File: config.mk
export PLATFORM = sky130hd
export DESIGN_NAME = modular_exponentiation
export DESIGN_NICKNAME = d
export VERILOG_FILES = /design/src/rtl/modexp_pkg.sv /design/src/rtl/modexp_datapath.sv /design/src/rtl/modexp_ctrl.sv /design/src/rtl/modular_exponentiation.sv
export SDC_FILE = /design/constraint.sdc
export NUM_CORES = 2
export LEC_CHECK = 0
export BUFFER_PORTS_ARGS = -buffer_cell sky130_fd_sc_hd__buf_4
export CORE_MARGIN = 3
export CORE_UTILIZATION = 33
export CTS_CLUSTER_DIAMETER = 80
export CTS_CLUSTER_SIZE = 16
export DETAILED_ROUTE_END_ITERATION = 6
export RECOVER_POWER = 25
export SYNTH_ARGS = -nofsm -noshare
export SYNTH_HDL_FRONTEND = slang
export SYNTH_HIERARCHICAL = 1
export SYNTH_SLANG_ARGS = --single-unit
export TNS_END_PERCENT = 10
File: constraint.sdc
create_clock -name i_clk -period 17.49 [get_ports i_clk]
set_clock_uncertainty 0.05 [all_clocks]
set_input_delay 1.749 -clock i_clk [delete_from_list [all_inputs] [get_ports i_clk]]
set_output_delay 1.749 -clock i_clk [all_outputs]
set_load 0.05 [all_outputs]
File: src/rtl/modexp_pkg.sv
// Shared widths, counter limits and controller/datapath command and status structs for modular exponentiation.
`timescale 1ns / 1ps
`default_nettype none

package modexp_pkg;

    // Operand and product widths
    localparam int OPERAND_WIDTH = 32;
    localparam int PROD_WIDTH    = 2 * OPERAND_WIDTH;

    // Counter widths: reduction steps over the product, exponent bit index
    localparam int RED_CNT_W = $clog2(PROD_WIDTH);
    localparam int EXP_CNT_W = $clog2(OPERAND_WIDTH);

    localparam logic [RED_CNT_W-1:0] RED_LAST = RED_CNT_W'(PROD_WIDTH - 1);
    localparam logic [EXP_CNT_W-1:0] EXP_LAST = EXP_CNT_W'(OPERAND_WIDTH - 1);

    // Datapath commands issued by the controller
    typedef struct packed {
        logic load;       // capture operands, seed running value
        logic mul_sq;     // product <= y * y
        logic mul_base;   // product <= y * base
        logic red_step;   // one restoring reduction step
        logic wr_base;    // with red_step: store remainder into base
        logic wr_y;       // with red_step: store remainder into y
        logic exp_shift;  // move to the next exponent bit
    } t_dp_cmd;

    // Datapath status seen by the controller
    typedef struct packed {
        logic mod_zero;   // captured modulus was zero
        logic exp_msb;    // current exponent bit
    } t_dp_status;

endpackage

`default_nettype wire

File: src/rtl/modexp_datapath.sv
// Datapath: operand registers, registered multiplier and bit-serial modular reduction.
`timescale 1ns / 1ps
`default_nettype none

module modexp_datapath
    import modexp_pkg::*;
(
    input  wire logic                     i_clk,
    input  wire t_dp_cmd                  i_cmd,
    input  wire logic [OPERAND_WIDTH-1:0] i_base,
    input  wire logic [OPERAND_WIDTH-1:0] i_exponent,
    input  wire logic [OPERAND_WIDTH-1:0] i_modulus,
    output t_dp_status                    o_status,
    output logic [OPERAND_WIDTH-1:0]      o_power_result,
    output logic                          o_zero_modulus
);

    logic [OPERAND_WIDTH-1:0] r_base;
    logic [OPERAND_WIDTH-1:0] r_exp;
    logic [OPERAND_WIDTH-1:0] r_mod;
    logic [OPERAND_WIDTH-1:0] r_y;
    logic [OPERAND_WIDTH-1:0] r_rem;
    logic [PROD_WIDTH-1:0]    r_prod;
    logic                     r_zero;

    logic [OPERAND_WIDTH:0]   n_trial;
    logic [OPERAND_WIDTH-1:0] n_rem;
    logic [OPERAND_WIDTH-1:0] n_mul_b;

    // Shift the next product bit into the remainder, subtract modulus once if it fits
    always_comb begin
        n_trial = {r_rem, r_prod[PROD_WIDTH-1]};
        if (n_trial >= {1'b0, r_mod}) begin
            n_rem = OPERAND_WIDTH'(n_trial - {1'b0, r_mod});
        end else begin
            n_rem = n_trial[OPERAND_WIDTH-1:0];
        end
    end

    // Select the second multiplier operand
    assign n_mul_b = i_cmd.mul_base ? r_base : r_y;

    // Hold operands and advance the datapath on command
    always_ff @(posedge i_clk) begin
        if (i_cmd.load) begin
            r_base <= i_base;
            r_exp  <= i_exponent;
            r_mod  <= i_modulus;
            r_zero <= (i_modulus == '0);
            r_y    <= (i_modulus > OPERAND_WIDTH'(1)) ? OPERAND_WIDTH'(1) : '0;
            r_prod <= {{OPERAND_WIDTH{1'b0}}, i_base};
            r_rem  <= '0;
        end else begin
            if (i_cmd.mul_sq || i_cmd.mul_base) begin
                r_prod <= PROD_WIDTH'(r_y) * PROD_WIDTH'(n_mul_b);
                r_rem  <= '0;
            end
            if (i_cmd.red_step) begin
                r_prod <= {r_prod[PROD_WIDTH-2:0], 1'b0};
                r_rem  <= n_rem;
                if (i_cmd.wr_base) begin
                    r_base <= n_rem;
                end
                if (i_cmd.wr_y) begin
                    r_y <= n_rem;
                end
            end
            if (i_cmd.exp_shift) begin
                r_exp <= {r_exp[OPERAND_WIDTH-2:0], 1'b0};
            end
        end
    end

    assign o_status          = '{mod_zero: r_zero, exp_msb: r_exp[OPERAND_WIDTH-1]};
    assign o_power_result    = r_y;
    assign o_zero_modulus    = r_zero;

endmodule

`default_nettype wire

File: src/rtl/modexp_ctrl.sv
// Controller: sequences base reduction, square and multiply steps over the exponent bits.
`timescale 1ns / 1ps
`default_nettype none

module modexp_ctrl
    import modexp_pkg::*;
(
    input  wire logic       i_clk,
    input  wire logic       i_rst_n,
    input  wire logic       start,
    input  wire t_dp_status i_status,
    output t_dp_cmd         o_cmd,
    output logic            busy,
    output logic            o_done
);

    typedef enum logic [2:0] {
        ST_IDLE,
        ST_LOADED,
        ST_RED_BASE,
        ST_SQ_MUL,
        ST_SQ_RED,
        ST_BM_MUL,
        ST_BM_RED,
        ST_FINISH
    } t_state;

    t_state                r_state;
    t_state                n_state;
    logic [RED_CNT_W-1:0]  r_red_cnt;
    logic [RED_CNT_W-1:0]  n_red_cnt;
    logic [EXP_CNT_W-1:0]  r_exp_cnt;
    logic [EXP_CNT_W-1:0]  n_exp_cnt;
    logic                  r_busy;
    logic                  n_busy;
    logic                  r_done;
    logic                  n_done;
    logic                  red_last;

    assign red_last = (r_red_cnt == RED_LAST);

    // Decode commands and next state
    always_comb begin
        o_cmd     = '0;
        n_state   = r_state;
        n_red_cnt = r_red_cnt;
        n_exp_cnt = r_exp_cnt;
        n_busy    = r_busy;
        n_done    = 1'b0;
        unique case (r_state)
            ST_IDLE: begin
                if (start) begin
                    o_cmd.load = 1'b1;
                    n_busy     = 1'b1;
                    n_state    = ST_LOADED;
                end
            end
            ST_LOADED: begin
                n_red_cnt = '0;
                n_exp_cnt = EXP_LAST;
                if (i_status.mod_zero) begin
                    n_done  = 1'b1;
                    n_state = ST_FINISH;
                end else begin
                    n_state = ST_RED_BASE;
                end
            end
            ST_RED_BASE: begin
                o_cmd.red_step = 1'b1;
                o_cmd.wr_base  = red_last;
                n_red_cnt      = r_red_cnt + 1'b1;
                if (red_last) begin
                    n_state = ST_SQ_MUL;
                end
            end
            ST_SQ_MUL: begin
                o_cmd.mul_sq = 1'b1;
                n_red_cnt    = '0;
                n_state      = ST_SQ_RED;
            end
            ST_BM_MUL: begin
                o_cmd.mul_base = 1'b1;
                n_red_cnt      = '0;
                n_state        = ST_BM_RED;
            end
            ST_SQ_RED, ST_BM_RED: begin
                o_cmd.red_step = 1'b1;
                o_cmd.wr_y     = red_last;
                n_red_cnt      = r_red_cnt + 1'b1;
                if (red_last) begin
                    if (r_state == ST_SQ_RED && i_status.exp_msb) begin
                        n_state = ST_BM_MUL;
                    end else begin
                        // Advance to the next exponent bit or finish
                        o_cmd.exp_shift = 1'b1;
                        if (r_exp_cnt == '0) begin
                            n_done  = 1'b1;
                            n_state = ST_FINISH;
                        end else begin
                            n_exp_cnt = r_exp_cnt - 1'b1;
                            n_state   = ST_SQ_MUL;
                        end
                    end
                end
            end
            ST_FINISH: begin
                n_busy  = 1'b0;
                n_state = ST_IDLE;
            end
            default: begin
                n_busy  = 1'b0;
                n_state = ST_IDLE;
            end
        endcase
    end

    // Hold state and registered outputs
    always_ff @(posedge i_clk) begin
        if (!i_rst_n) begin
            r_state   <= ST_IDLE;
            r_red_cnt <= '0;
            r_exp_cnt <= '0;
            r_busy    <= 1'b0;
            r_done    <= 1'b0;
        end else begin
            r_state   <= n_state;
            r_red_cnt <= n_red_cnt;
            r_exp_cnt <= n_exp_cnt;
            r_busy    <= n_busy;
            r_done    <= n_done;
        end
    end

    assign busy   = r_busy;
    assign o_done = r_done;

endmodule

`default_nettype wire

File: src/rtl/modular_exponentiation.sv
// Top level: modular exponentiation by left-to-right square and multiply.
`timescale 1ns / 1ps
`default_nettype none

// Computes base^exponent mod modulus for 32-bit unsigned operands. A word is taken
// when start is high while busy is low; busy then stays high until the result has
// been shown. The result on o_power_result and o_zero_modulus is marked by o_done,
// which is high for exactly one cycle, and must be captured in that cycle; the outputs
// hold it only until the next word is accepted. A zero modulus gives o_zero_modulus = 1
// and a result of 0, with o_done raised straight after the load step and no reduction.
// Otherwise the run time is set by the reduction unit, which folds the 64-bit product
// into the remainder one bit per cycle, once for the base and once for every square and
// every multiply. All exponent bits are scanned, leading zeros included, so timing
// depends only on the number of one bits in the exponent.
module modular_exponentiation
    import modexp_pkg::*;
(
    input  wire logic                     i_clk,
    input  wire logic                     i_rst_n,
    input  wire logic                     start,
    output logic                          busy,
    input  wire logic [OPERAND_WIDTH-1:0] i_base,
    input  wire logic [OPERAND_WIDTH-1:0] i_exponent,
    input  wire logic [OPERAND_WIDTH-1:0] i_modulus,
    output logic                          o_done,
    output logic [OPERAND_WIDTH-1:0]      o_power_result,
    output logic                          o_zero_modulus
);

    t_dp_cmd    cmd;
    t_dp_status status;

    modexp_ctrl u_ctrl (
        .i_clk    (i_clk),
        .i_rst_n  (i_rst_n),
        .start    (start),
        .i_status (status),
        .o_cmd    (cmd),
        .busy     (busy),
        .o_done   (o_done)
    );

    modexp_datapath u_datapath (
        .i_clk          (i_clk),
        .i_cmd          (cmd),
        .i_base         (i_base),
        .i_exponent     (i_exponent),
        .i_modulus      (i_modulus),
        .o_status       (status),
        .o_power_result (o_power_result),
        .o_zero_modulus (o_zero_modulus)
    );

    // A result is only shown while a word is in flight
    a_done_busy: assert property (@(posedge i_clk) disable iff (!i_rst_n)
        o_done |-> busy)
        else $error("result strobe without a word in flight");

    // Each word yields a single one-cycle strobe
    a_done_single: assert property (@(posedge i_clk) disable iff (!i_rst_n)
        o_done |=> !o_done)
        else $error("result strobe longer than one cycle");

    // An accepted word makes the block busy
    a_accept_busy: assert property (@(posedge i_clk) disable iff (!i_rst_n)
        (start && !busy) |=> busy)
        else $error("accepted word did not raise busy");

    // A zero modulus reports a zero result
    a_zero_result: assert property (@(posedge i_clk) disable iff (!i_rst_n)
        (o_done && o_zero_modulus) |-> (o_power_result == '0))
        else $error("zero modulus with nonzero result");

endmodule

`default_nettype wire
Yosys cells after proc, flatten, opt, wreduce, memory -nomap -nowiden

Index checks and enable logic that the tools add are counted.

Bits in registers: 241
Word-level logic and storage cells: 98

Add/sub/neg operators: 3
$mul: 1
Magnitude comparators: 2
Eq/ne operators: 13
Mux-type cells: 44
Reduce and logical (&&, ||, !) cells: 22

Operators with widths:

| cell                  | number |
|---|---|
| $mux W32              | 13 |
| $mux W64              | 2 |
| $mul A32 B32 Y64      | 1 |
| $ge A33 B32 Y1        | 1 |
| $gt A32 B1 Y1 const B | 1 |
| $logic_not A32 Y1     | 1 |
| $sub A32 B32 Y32      | 1 |
| $pmux W3 S7           | 1 |
| $mux W3               | 6 |
| $reduce_bool A2 Y1    | 8 |
| $mux W5               | 3 |
| $mux W1               | 14 |
| $eq A3 B3 Y1 const B  | 4 |
| $pmux W6 S2           | 1 |
| $pmux W5 S2           | 1 |
| $add A6 B1 Y6 const B | 1 |
| $eq A3 B2 Y1 const B  | 2 |
| $eq A6 B6 Y1 const B  | 1 |
| $ne A2 B2 Y1 const B  | 3 |
| $reduce_and A2 Y1     | 3 |
| $reduce_or A3 Y1      | 2 |
| $logic_not A5 Y1      | 1 |
| $sub A5 B1 Y5 const B | 1 |
| $ne A2 B1 Y1 const B  | 2 |
| 10 further kinds      | 11 |

Depth between registers and ports, before layout

Word-level depth: 8
Depth in mapped cells: 35

Hierarchy

The synthesis kept the hierarchy.

By module, submodules not included:

| module          | instances | cells each | area each (um^2) |
|---|---|---|---|
| modexp_datapath | 1         | 4,732      | 44,402.6 |
| modexp_ctrl     | 1         | 106        | 867.1 |

Worst setup path before layout

OpenSTA, ideal clock, no wires.

Kind: register to register
Start point: register u_ctrl.r_state[0]
End point: register u_datapath.r_prod[60]
Arrival: 8,402 ps
Required time: 17,354 ps
Slack: 8,953 ps
Stages on the path, launching flop included: 33
Clock period less this slack: 8,537 ps
Path through: dfxtp_1 clkbuf_1 nand2_1 nor2_1 clkbuf_1 buf_1 mux2_2 clkbuf_1 and2_1 fa_1 fa_1 fa_1 inv_1 fa_1 inv_1 fa_1 fa_1 fa_1 inv_1 fa_1 inv_1 ha_1 clkbuf_1 nand2_1 o211ai_1 a21oi_1 or3_1 a31oi_1 o21a_1 a211o_1 o221ai_1 xor2_1 a211oi_1

RTL lines:

| item                   | RTL line              | text |
|---|---|---|
| start, declared        | modexp_ctrl.sv:28     | `t_state r_state;` |
| start signal, assigned | modexp_ctrl.sv:126    | `r_state <= n_state;` |
| end signal, assigned   | modexp_datapath.sv:51 | `r_prod <= {{OPERAND_WIDTH{1'b0}}, i_base};` |
| end signal, assigned   | modexp_datapath.sv:55 | `r_prod <= PROD_WIDTH'(r_y) * PROD_WIDTH'(n_mul_b);` |
| end signal, assigned   | modexp_datapath.sv:59 | `r_prod <= {r_prod[PROD_WIDTH-2:0], 1'b0};` |
| end, declared          | modexp_datapath.sv:23 | `logic [PROD_WIDTH-1:0] r_prod;` |

==> flow_summary.toml <==
[synthesis]
synth_top_area_share_pct = 39.7
ys_top_cells_by_area = "fa_1 40%, edfxtp_1 11%, ha_1 8.2%"
synth_seq_cells = 241
synth_top_area_cell = "fa_1"
yosysMostFrequentCell = "inv_1"
async_flop_share_pct = 0
yosysUniqueCellTypes = 79
ys_warn_count = 6
synth_edf_count = 161
synthFlopType = "edfxtp_1"
synth_common_cells = "933 x inv_1, 897 x fa_1, 571 x nand2_1"
synthesis.nets = 6131
netlist_area_um2 = 45300
avgSynthCellArea_um2 = 9.36
synth-seq-area-share_pct = 14.2
syn_inst = 4838

[worst_hold_path]
min_to = "u_datapath/r_prod[37]"
holdCritPathClass = "reg -> reg"
hold_path_depth = 2
min_from = "u_datapath/r_prod[36]"

[global_routing]
grt_max_degree = 86
grt_pass1_wl_um = 202000
grt_pass1_vias = 35200
track_usage_pct = 18.0
grt_antenna_before_repair = 3
grt-ovfl-total = 0

[critical_path]
slowest_delay_ns = 1.00
cpMaxStageDelayCell = "mux2_2"
path_buf_inv = 4
reg2reg_to = "u_datapath/r_prod[57]"
worst_ep_required_time_ns = 17.68
r2r_cells = 25
critPathKind = "reg -> reg"
end_kind = "register"
rr_startpoint = "u_ctrl/r_state[0]"
ff2ff_setup_slack_ns = 7.42
cpMostUsedCell = "fa_1"
startpoint_type = "register"
cp_data_arrival_time_ns = 10.26
crit_path_max_fanout = 35
path_delay_family = "adder cells"

[sta]
fmax_ghz = 0.0993
slew-limit-headroom_pct = -134
rsz0062_at_grt = "no"
worst_slew_pin_slew_ns = 3.51
setup_tns_ns = 0
finalCriticalPeriod_ns = 10.07
slew_violations = 137
finalCritPeriodShare_pct = 57.6
finalHoldViolCount = 0
finalSetupViolCount = 0

[clocking]
clockBufferDepth = 3
hold_buffers = 0
cts.sinks = 241
cts_made_buffers = 19
h-tree-depth = 1
root_buffer = "clkbuf_16"
cts_tree = "yes"
post-cts-setup-buffers = 0
clk_latency_ns = 0.52
cts_resized = 0
clk_pin_slew_worst_paths_ns = 0.08

[floorplan]
rows = 135
die_area_um2 = 142000
initial_core_util_pct = 33.3
io_pins = 134
die_y_um = 376
die_x_um = 376
core_um2 = 136000

[routing]
firstDrtPassIters = 5
wl_um = 126000
vias = 32600
drt_iter0_drc = 2008
ant_nets = 0
wl_per_cell_um = 19.2
drc = 0
vias_per_cell = 4.97

[run_status]
status = "complete, but fails checks"
failed_checks = "capacitance limit, slew limit"

[place]
dpl.hpwl_um = 96800
place_congestion = 0.902
portBuffers = 133

[layout]
area_delta_synth_final_pct = 6.64
multi_input_area_um2 = 34200
fillerInstances = 14000
drive_gt1_share_pct = 6.18
final_nets = 6054
ff_latch_area_um2 = 6440

[flow_run]
maxCapViolCount = 2
state kept, by name, indices dropped and copies added, names as in the netlist:
| name | flops |
|---|---|
| u_datapath/o_power_result | 32 |
| u_datapath/r_prod | 64 |
| u_ctrl/o_done | 1 |
| u_ctrl/r_red_cnt | 6 |
| u_datapath/r_base | 32 |
| u_datapath/r_mod | 32 |
| u_ctrl/busy | 1 |
| u_datapath/r_exp | 32 |
| u_datapath/o_zero_modulus | 1 |
| u_ctrl/r_state | 3 |
| u_ctrl/r_exp_cnt | 5 |
| u_datapath/r_rem | 32 |
how the worst max path moves through the flow:
stage / end / slack [ns] / startpoint / cells after the start
detailed placement: u_datapath/r_prod[57] / 7.69 / u_ctrl/r_state[0] / 25
CTS: u_datapath/r_prod[57] / 7.63 / u_ctrl/r_state[0] / 25
global route: u_datapath/r_prod[57] / 7.05 / u_ctrl/r_state[0] / 25
floorplan: u_datapath/r_prod[60] / 8.95 / u_ctrl/r_state[0] / 32
global placement: u_datapath/r_prod[57] / 7.81 / u_ctrl/r_state[0] / 25
finish: u_datapath/r_prod[57] / 7.42 / u_ctrl/r_state[0] / 25
stage by stage:
step	cell area, um2	cells	utilization [%]	setup slack (ns)	hold WS (ns)
after floorplan	45300	4838	-	8.95	0.382
after global placement	47800	6521	35.2	7.81	0.392
after detailed placement	47800	6521	35.2	7.69	0.394
after CTS	48400	6555	35.6	7.63	0.404
after global routing	48300	6555	35.5	7.05	0.435
final	48300	6556	35.5	7.42	0.406
area by class of cell:
class,instances,area share [%]
multi-input combinational,3379,70.9
timing repair buffer,187,2.70
clock inverter,3,0.114
antenna,1,0.00518
inverter,933,7.25
clock buffer,31,1.08
sequential,241,13.3
tap,1781,4.62
worst min-delay path: stages (launching register included):
cell and delay, ns:
dfxtp_1 0.31, nand2_1 0.05, a21oi_1 0.05
per-layer routing:
layer / track usage, % / up-vias / part of all wire (%) / routed length, um
li1: - / 14600 / - / -
met3: 1.76 / 133 / 5.0 / 6340
met1: 25.4 / 16900 / 46 / 57700
met5: 0 / - / 0 / 0
met2: 29.6 / 875 / 46 / 58200
met4: 4.88 / 0 / 2.9 / 3660
layout by cell type, fill, tap and decap left out, drive strengths merged, types with 28 or more instances in the layout:
cell type  synthesis  routed
a21o              62      62
a21oi            200     200
and2             507     507
buf               18     149
clkbuf           267      69
dfxtp             80      80
edfxtp           161     161
fa               897     897
ha               297     297
inv              933     934
mux2              66      66
nand2            571     571
nand4             28      28
nor2             170     170
nor2b             68      68
o21a              29      29
o21ai            128     128
xnor2             61      61
xor2              35      35
logic make-up after synthesis:
kind of cell,count (synthesis),share of synthesized area [%]
AND/OR/NAND/NOR,1453,16.0
buffers and inverters,1218,10.3
adder cells (fa/ha/maj),1194,47.9
AO/OA/AOI/OAI,555,7.80
flip-flops,241,14.2
XOR/XNOR,96,1.86
multiplexers,81,1.98
Power is not shown: default switching activity piles up to over one toggle a cycle in this logic, so the estimate is an artifact.
